--- config.mk ---
export PLATFORM = sky130hd
export DESIGN_NAME = chfxy_div
export DESIGN_NICKNAME = d
export VERILOG_FILES = /design/src/sv/chfxy_div.sv
export SDC_FILE = /design/constraint.sdc
export NUM_CORES = 2
export LEC_CHECK = 0
export ABC_AREA = 1
export BUFFER_PORTS_ARGS = -buffer_cell sky130_fd_sc_hd__buf_2
export CAP_MARGIN = 0
export CELL_PAD_IN_SITES_DETAIL_PLACEMENT = 1
export CELL_PAD_IN_SITES_GLOBAL_PLACEMENT = 1
export CORE_MARGIN = 2
export CORE_UTILIZATION = 45
export DETAILED_ROUTE_END_ITERATION = 8
export PLACE_DENSITY_LB_ADDON = 0.25
export SYNTH_ARGS = -nofsm -noshare
export SYNTH_HDL_FRONTEND = slang
export SYNTH_SLANG_ARGS = --single-unit
--- constraint.sdc ---
create_clock -name clk -period 2.8 [get_ports clk]
set_input_delay 0.56 -clock clk [delete_from_list [all_inputs] [get_ports clk]]
set_output_delay 0.56 -clock clk [all_outputs]
set_load 0.005 [all_outputs]
--- src/sv/chfxy_div.sv ---
// Pipelined restoring divider: one quotient bit per stage.
module chfxy_div #(
    parameter int NUM_W = 32,
    parameter int DEN_W = 16,
    parameter int TAG_W = 8
) (
    input  logic             clk,
    input  logic             rst_n,
    input  logic             adv,
    input  logic             in_vld,
    input  logic [NUM_W-1:0] in_num,
    input  logic [DEN_W-1:0] in_den,
    input  logic [TAG_W-1:0] in_tag,
    output logic             out_vld,
    output logic [NUM_W-1:0] out_quo,
    output logic [TAG_W-1:0] out_tag
);
    logic             vld_reg [NUM_W+1];
    logic [NUM_W-1:0] num_reg [NUM_W+1];
    logic [DEN_W:0]   rem_reg [NUM_W+1];
    logic [DEN_W-1:0] den_reg [NUM_W+1];
    logic [TAG_W-1:0] tag_reg [NUM_W+1];

    always_comb
    begin
        vld_reg[0] = in_vld;
        num_reg[0] = in_num;
        rem_reg[0] = '0;
        den_reg[0] = in_den;
        tag_reg[0] = in_tag;
    end

    for (genvar s = 0; s < NUM_W; s++)
    begin : g_stage
        logic [DEN_W+1:0] sh;
        logic [DEN_W+1:0] df;
        logic             q;
        always_comb
        begin
            sh = {rem_reg[s], num_reg[s][NUM_W-1]};
            df = sh - {2'b00, den_reg[s]};
            q  = ~df[DEN_W+1];
        end
        always_ff @(posedge clk or negedge rst_n)
        begin
            if (!rst_n)
            begin
                vld_reg[s+1] <= 1'b0;
            end
            else if (adv)
            begin
                vld_reg[s+1] <= vld_reg[s];
            end
        end
        always_ff @(posedge clk)
        begin
            if (adv)
            begin
                rem_reg[s+1] <= q ? df[DEN_W:0] : sh[DEN_W:0];
                num_reg[s+1] <= {num_reg[s][NUM_W-2:0], q};
                den_reg[s+1] <= den_reg[s];
                tag_reg[s+1] <= tag_reg[s];
            end
        end
    end

    assign out_vld = vld_reg[NUM_W];
    assign out_quo = num_reg[NUM_W];
    assign out_tag = tag_reg[NUM_W];
endmodule

==> report_table.html <==
<table>
<tr><th>Metric</th><th>Value</th></tr>
<tr><th colspan="2">Detailed routing</th></tr>
<tr><td>Ratio of routed vias to standard cells</td><td>5.04</td></tr>
<tr><td>Routed length per placed instance</td><td>18.4 microns</td></tr>
<tr><td>Total Routed Length</td><td>287 mm</td></tr>
<tr><td>Count of routing violations after the opening detailed-route iteration</td><td>4669</td></tr>
<tr><td>Remaining design rule violation count</td><td>0</td></tr>
<tr><td>Remaining number of nets flagged by the antenna check after routing</td><td>0</td></tr>
<tr><td>DR pass1 iterations</td><td>6</td></tr>
<tr><td>Detailed-route via count</td><td>78.4k</td></tr>
<tr><th colspan="2">Clock tree</th></tr>
<tr><td>Clock root buffer master</td><td>sky130_fd_sc_hd__clkbuf_16</td></tr>
<tr><td>CTS Buffer Depth</td><td>4</td></tr>
<tr><td>Count of H-tree levels built during CTS</td><td>5</td></tr>
<tr><td>Resized cells post-CTS</td><td>0</td></tr>
<tr><td>CTS tree</td><td>done</td></tr>
<tr><td>CTS clock-pin slew for the worst setup and hold paths</td><td>0.07 ns</td></tr>
<tr><td>Worst-skew pair later-pin latency</td><td>0.90 ns</td></tr>
<tr><td>Total clock buffers created by CTS</td><td>264</td></tr>
<tr><td>TritonCTS sink count</td><td>2335</td></tr>
<tr><th colspan="2">Timing</th></tr>
<tr><td>Crit share post-route</td><td>94.1%</td></tr>
<tr><td>Final TNS setup</td><td>0 ns</td></tr>
<tr><td>Final Skew</td><td>0.0529 ns</td></tr>
<tr><td>Final Max Tran Viols</td><td>0</td></tr>
<tr><td>Maximum clock frequency</td><td>380 MHz</td></tr>
<tr><td>Max-slew headroom</td><td>46.1%</td></tr>
<tr><td>Transition time at the pin with the least slew margin</td><td>0.809 ns</td></tr>
<tr><td>Final number of setup-violating endpoints</td><td>0</td></tr>
<tr><td>Final Hold Viols</td><td>0</td></tr>
<tr><td>Final Critical Period</td><td>2.63 ns</td></tr>
<tr><td>Unrepaired setup endpoints after global routing</td><td>false</td></tr>
<tr><th colspan="2">Floorplan</th></tr>
<tr><td>I/O pin count</td><td>101</td></tr>
<tr><td>Starting density of the core</td><td>45.3%</td></tr>
<tr><td>Chip width</td><td>516 microns</td></tr>
<tr><td>Cell row count</td><td>187</td></tr>
<tr><td>Full die area</td><td>266000 sq um</td></tr>
<tr><td>Std-Cell Core Area</td><td>260000 sq um</td></tr>
<tr><td>DIE HEIGHT</td><td>516 microns</td></tr>
<tr><th colspan="2">Yosys</th></tr>
<tr><td>Warnings from Yosys</td><td>0</td></tr>
<tr><td>Avg Cell Area, Syn</td><td>10.2 sq um</td></tr>
<tr><td>Synthesized area</td><td>118000 sq um</td></tr>
<tr><td>Sequential element share of the synthesized area</td><td>59.4%</td></tr>
<tr><td>Gate count of the mapped netlist</td><td>11.5k</td></tr>
<tr><td>Distinct cell type count of the synthesized netlist</td><td>37</td></tr>
<tr><td>Total of flip-flops plus latches after synthesis</td><td>2335</td></tr>
<tr><th colspan="2">Pwr</th></tr>
<tr><td>Leakage power of the design</td><td>60.7 nW</td></tr>
<tr><td>Overall power consumption</td><td>145 mW</td></tr>
<tr><td>Largest vdd supply drop</td><td>0.000693 V</td></tr>
<tr><td>Power per standard cell area</td><td>1110 nW/um^2</td></tr>
<tr><th colspan="2">GRT</th></tr>
<tr><td>Via count of the first global-routing pass</td><td>83.5k</td></tr>
<tr><td>Largest net degree at the start of global routing</td><td>136</td></tr>
<tr><td>Final global-route overflow total</td><td>0</td></tr>
<tr><td>Wire length of the first global-routing pass</td><td>458 mm</td></tr>
<tr><td>Initial antenna violation count</td><td>1</td></tr>
<tr><td>Tot GR Track Use</td><td>21.6%</td></tr>
<tr><th colspan="2">Layout</th></tr>
<tr><td>Post-layout net count</td><td>12.5k</td></tr>
<tr><td>Largest register FFs</td><td>961</td></tr>
<tr><td>Fillers</td><td>28.6k</td></tr>
<tr><td>Share of final-layout standard cells stronger than drive strength 1</td><td>10.6%</td></tr>
<tr><td>Area growth from synthesis to layout</td><td>11.4%</td></tr>
<tr><td>Final std cells w/o fill</td><td>15.6k</td></tr>
<tr><th colspan="2">Place</th></tr>
<tr><td>Routability congestion estimate</td><td>0.882</td></tr>
<tr><td>DP HPWL</td><td>214 mm</td></tr>
<tr><td>Placed cell count</td><td>15.0k</td></tr>
<tr><td>Count of buffers inserted at the top-level ports</td><td>100</td></tr>
<tr><th colspan="2">Critical path</th></tr>
<tr><td>Data required time of the critical path</td><td>3.36 ns</td></tr>
<tr><td>Worst EP arrival</td><td>3.19 ns</td></tr>
<tr><td>Largest fanout on the critical path</td><td>17</td></tr>
<tr><td>Crit start category</td><td>register</td></tr>
<tr><td>Critical Path Sink Type</td><td>register</td></tr>
<tr><td>Critical path type</td><td>reg -&gt; reg</td></tr>
<tr><th colspan="2">Hold path</th></tr>
<tr><td>Classification of the worst-slack hold path</td><td>in -&gt; async</td></tr>
<tr><th colspan="2">Status</th></tr>
<tr><td>Outcome</td><td>finished clean</td></tr>
<tr><th colspan="2">Job</th></tr>
<tr><td>Number of max-cap violations</td><td>0</td></tr>
</table>
## cells in the mapped netlist
cell type                   number  area [sq um]
sky130_fd_sc_hd__buf_4          50           375
sky130_fd_sc_hd__dfrtp_1        32           801
sky130_fd_sc_hd__nand3_4        44           771
sky130_fd_sc_hd__xor2_1        124          1090
sky130_fd_sc_hd__clkbuf_1        5          18.8
sky130_fd_sc_hd__inv_2          74           278
sky130_fd_sc_hd__o21ai_1        28           140
sky130_fd_sc_hd__xnor2_1        86           753
sky130_fd_sc_hd__and2_1         62           388
sky130_fd_sc_hd__a21oi_1       265          1330
sky130_fd_sc_hd__conb_1          1          3.75
sky130_fd_sc_hd__or2_2          58           363
sky130_fd_sc_hd__o21ai_0        24           120
sky130_fd_sc_hd__buf_1           2          7.51
sky130_fd_sc_hd__nand3_2       288          2880
sky130_fd_sc_hd__nor4_1          1          6.26
sky130_fd_sc_hd__nor2_2         39           244
sky130_fd_sc_hd__inv_1        2011          7550
sky130_fd_sc_hd__nor3_1         63           315
sky130_fd_sc_hd__nand3b_1        3          22.5
sky130_fd_sc_hd__nor4_4          1          21.3
sky130_fd_sc_hd__nand3_1      1176          5890
sky130_fd_sc_hd__o2111ai_1       1          8.76
sky130_fd_sc_hd__buf_6         108          1220
sky130_fd_sc_hd__nor2_4         31           349
sky130_fd_sc_hd__buf_8           2          30.0
sky130_fd_sc_hd__nand4_1        95           594
sky130_fd_sc_hd__a21o_1          1          7.51
sky130_fd_sc_hd__nand2_4       120          1350
sky130_fd_sc_hd__or2_1           1          6.26
sky130_fd_sc_hd__edfxtp_1     2303         69200
sky130_fd_sc_hd__ha_1          497          6220
sky130_fd_sc_hd__a21oi_2        29           254
sky130_fd_sc_hd__nand2_2        44           275
sky130_fd_sc_hd__nor2_1        384          1440
sky130_fd_sc_hd__nand2_1      3437         12900
sky130_fd_sc_hd__fa_1           30           601
## routing by layer
metal,routed length [microns],global-route usage [%],vias up,share of wire [%]
met3,9250,2.58,456,3.2
met4,7950,6.18,0,2.8
met5,0,0,-,0
li1,-,-,38400,-
met1,127000,28.0,38400,44
met2,142000,37.9,1123,50
## cells in the final DEF (no fill, tap or decap), types with 62 or more instances in the layout
cell and n:
sky130_fd_sc_hd__a21oi_1 265, sky130_fd_sc_hd__and2_1 62, sky130_fd_sc_hd__buf_2 99, sky130_fd_sc_hd__clkbuf_16 267, sky130_fd_sc_hd__edfxtp_1 2303, sky130_fd_sc_hd__ha_1 497, sky130_fd_sc_hd__inv_1 2011, sky130_fd_sc_hd__inv_2 74
sky130_fd_sc_hd__nand2_1 3437, sky130_fd_sc_hd__nand2_4 120, sky130_fd_sc_hd__nand3_1 1176, sky130_fd_sc_hd__nand3_2 288, sky130_fd_sc_hd__nand4_1 95, sky130_fd_sc_hd__nor2_1 384, sky130_fd_sc_hd__nor3_1 63, sky130_fd_sc_hd__xnor2_1 86
sky130_fd_sc_hd__xor2_1 124
## final timing paths
check | from | to | slack (ns) | cells past startpoint
min reg2reg | num_reg[161]$_DFFE_PP_ | num_reg[130]$_DFFE_PP_ | 0.40 | 0
max in group asynchronous | rst_n | vld_reg[21]$_DFFE_PN0P_ | 2.05 | 2
max | den_reg[310]$_DFFE_PP_ | g_stage[14].sh[4]$_DFFE_PP_ | 0.17 | 12
min in group clk | in_num[27] | num_reg[1020]$_DFFE_PP_ | 0.37 | 2
min | rst_n | vld_reg[7]$_DFFE_PN0P_ | 0.28 | 2
max reg2reg | den_reg[310]$_DFFE_PP_ | g_stage[14].sh[4]$_DFFE_PP_ | 0.17 | 12
## cells by family after synthesis
| family | share of synthesized area (%) |
|---|---|
| other | 0.00318 |
| and+or+nand+nor | 23.6 |
| AOI/OAI and AO/OA | 1.58 |
| DFF | 59.4 |
| buffers and inverters | 8.04 |
| xor gates and xnor gates | 1.56 |
| adders and majority gates | 5.79 |
## per-stage QoR
| stage | util [%] | hold WS (ns) | cell area (sq um) | setup slack, ns |
|---|---|---|---|---|
| after floorplan | - | 0.264 | 118000 | 0.881 |
| after global placement | 46.9 | 0.400 | 122000 | 0.290 |
| after detailed placement | 46.9 | 0.405 | 122000 | 0.258 |
| after CTS | 50.5 | 0.230 | 131000 | 0.201 |
| after global routing | 50.5 | 0.285 | 131000 | 0.0666 |
| final | 50.5 | 0.284 | 131000 | 0.166 |
## critical path: stages (launching register included)
cell                       delay [ns]
sky130_fd_sc_hd__edfxtp_1        0.57
sky130_fd_sc_hd__inv_1           0.11
sky130_fd_sc_hd__ha_1            0.37
sky130_fd_sc_hd__nand2_1         0.09
sky130_fd_sc_hd__nand2_1         0.10
sky130_fd_sc_hd__nand2_1         0.07
sky130_fd_sc_hd__nand2_1         0.07
sky130_fd_sc_hd__inv_2           0.07
sky130_fd_sc_hd__nand3_2         0.12
sky130_fd_sc_hd__nand2_4         0.13
sky130_fd_sc_hd__nand3_4         0.25
sky130_fd_sc_hd__nand3_1         0.18
sky130_fd_sc_hd__nand2_1         0.15
## where the power goes
part / total, mW / switching [mW] / internal [mW]
logic: 58.5 / 39.0 / 19.4
registers: 52.2 / 4.81 / 47.3
clock network: 34.6 / 14.4 / 20.2
## final cells by class
class,instances,area [sq um],area share [%]
Inverter,2085,7830,5.97
Antenna cell,2,5.00,0.00382
Clock inverter,149,1780,1.36
Timing Repair Buffer,239,2010,1.53
Multi-Input combinational cell,6940,38400,29.2
Sequential cell,2335,70000,53.3
Tap cell,3496,4370,3.33
Clock buffer,316,6870,5.23
## what timing repair did
| item | 4_1_cts | 5_1_grt |
|---|---|---|
| buffers inserted | 0 | 0 |
| hold buffers | 61 | 0 |
| hold endpoints to repair | 103 | 0 |
| setup endpoints to repair | 0 | 0 |
Power figures use the tool's default switching activity.
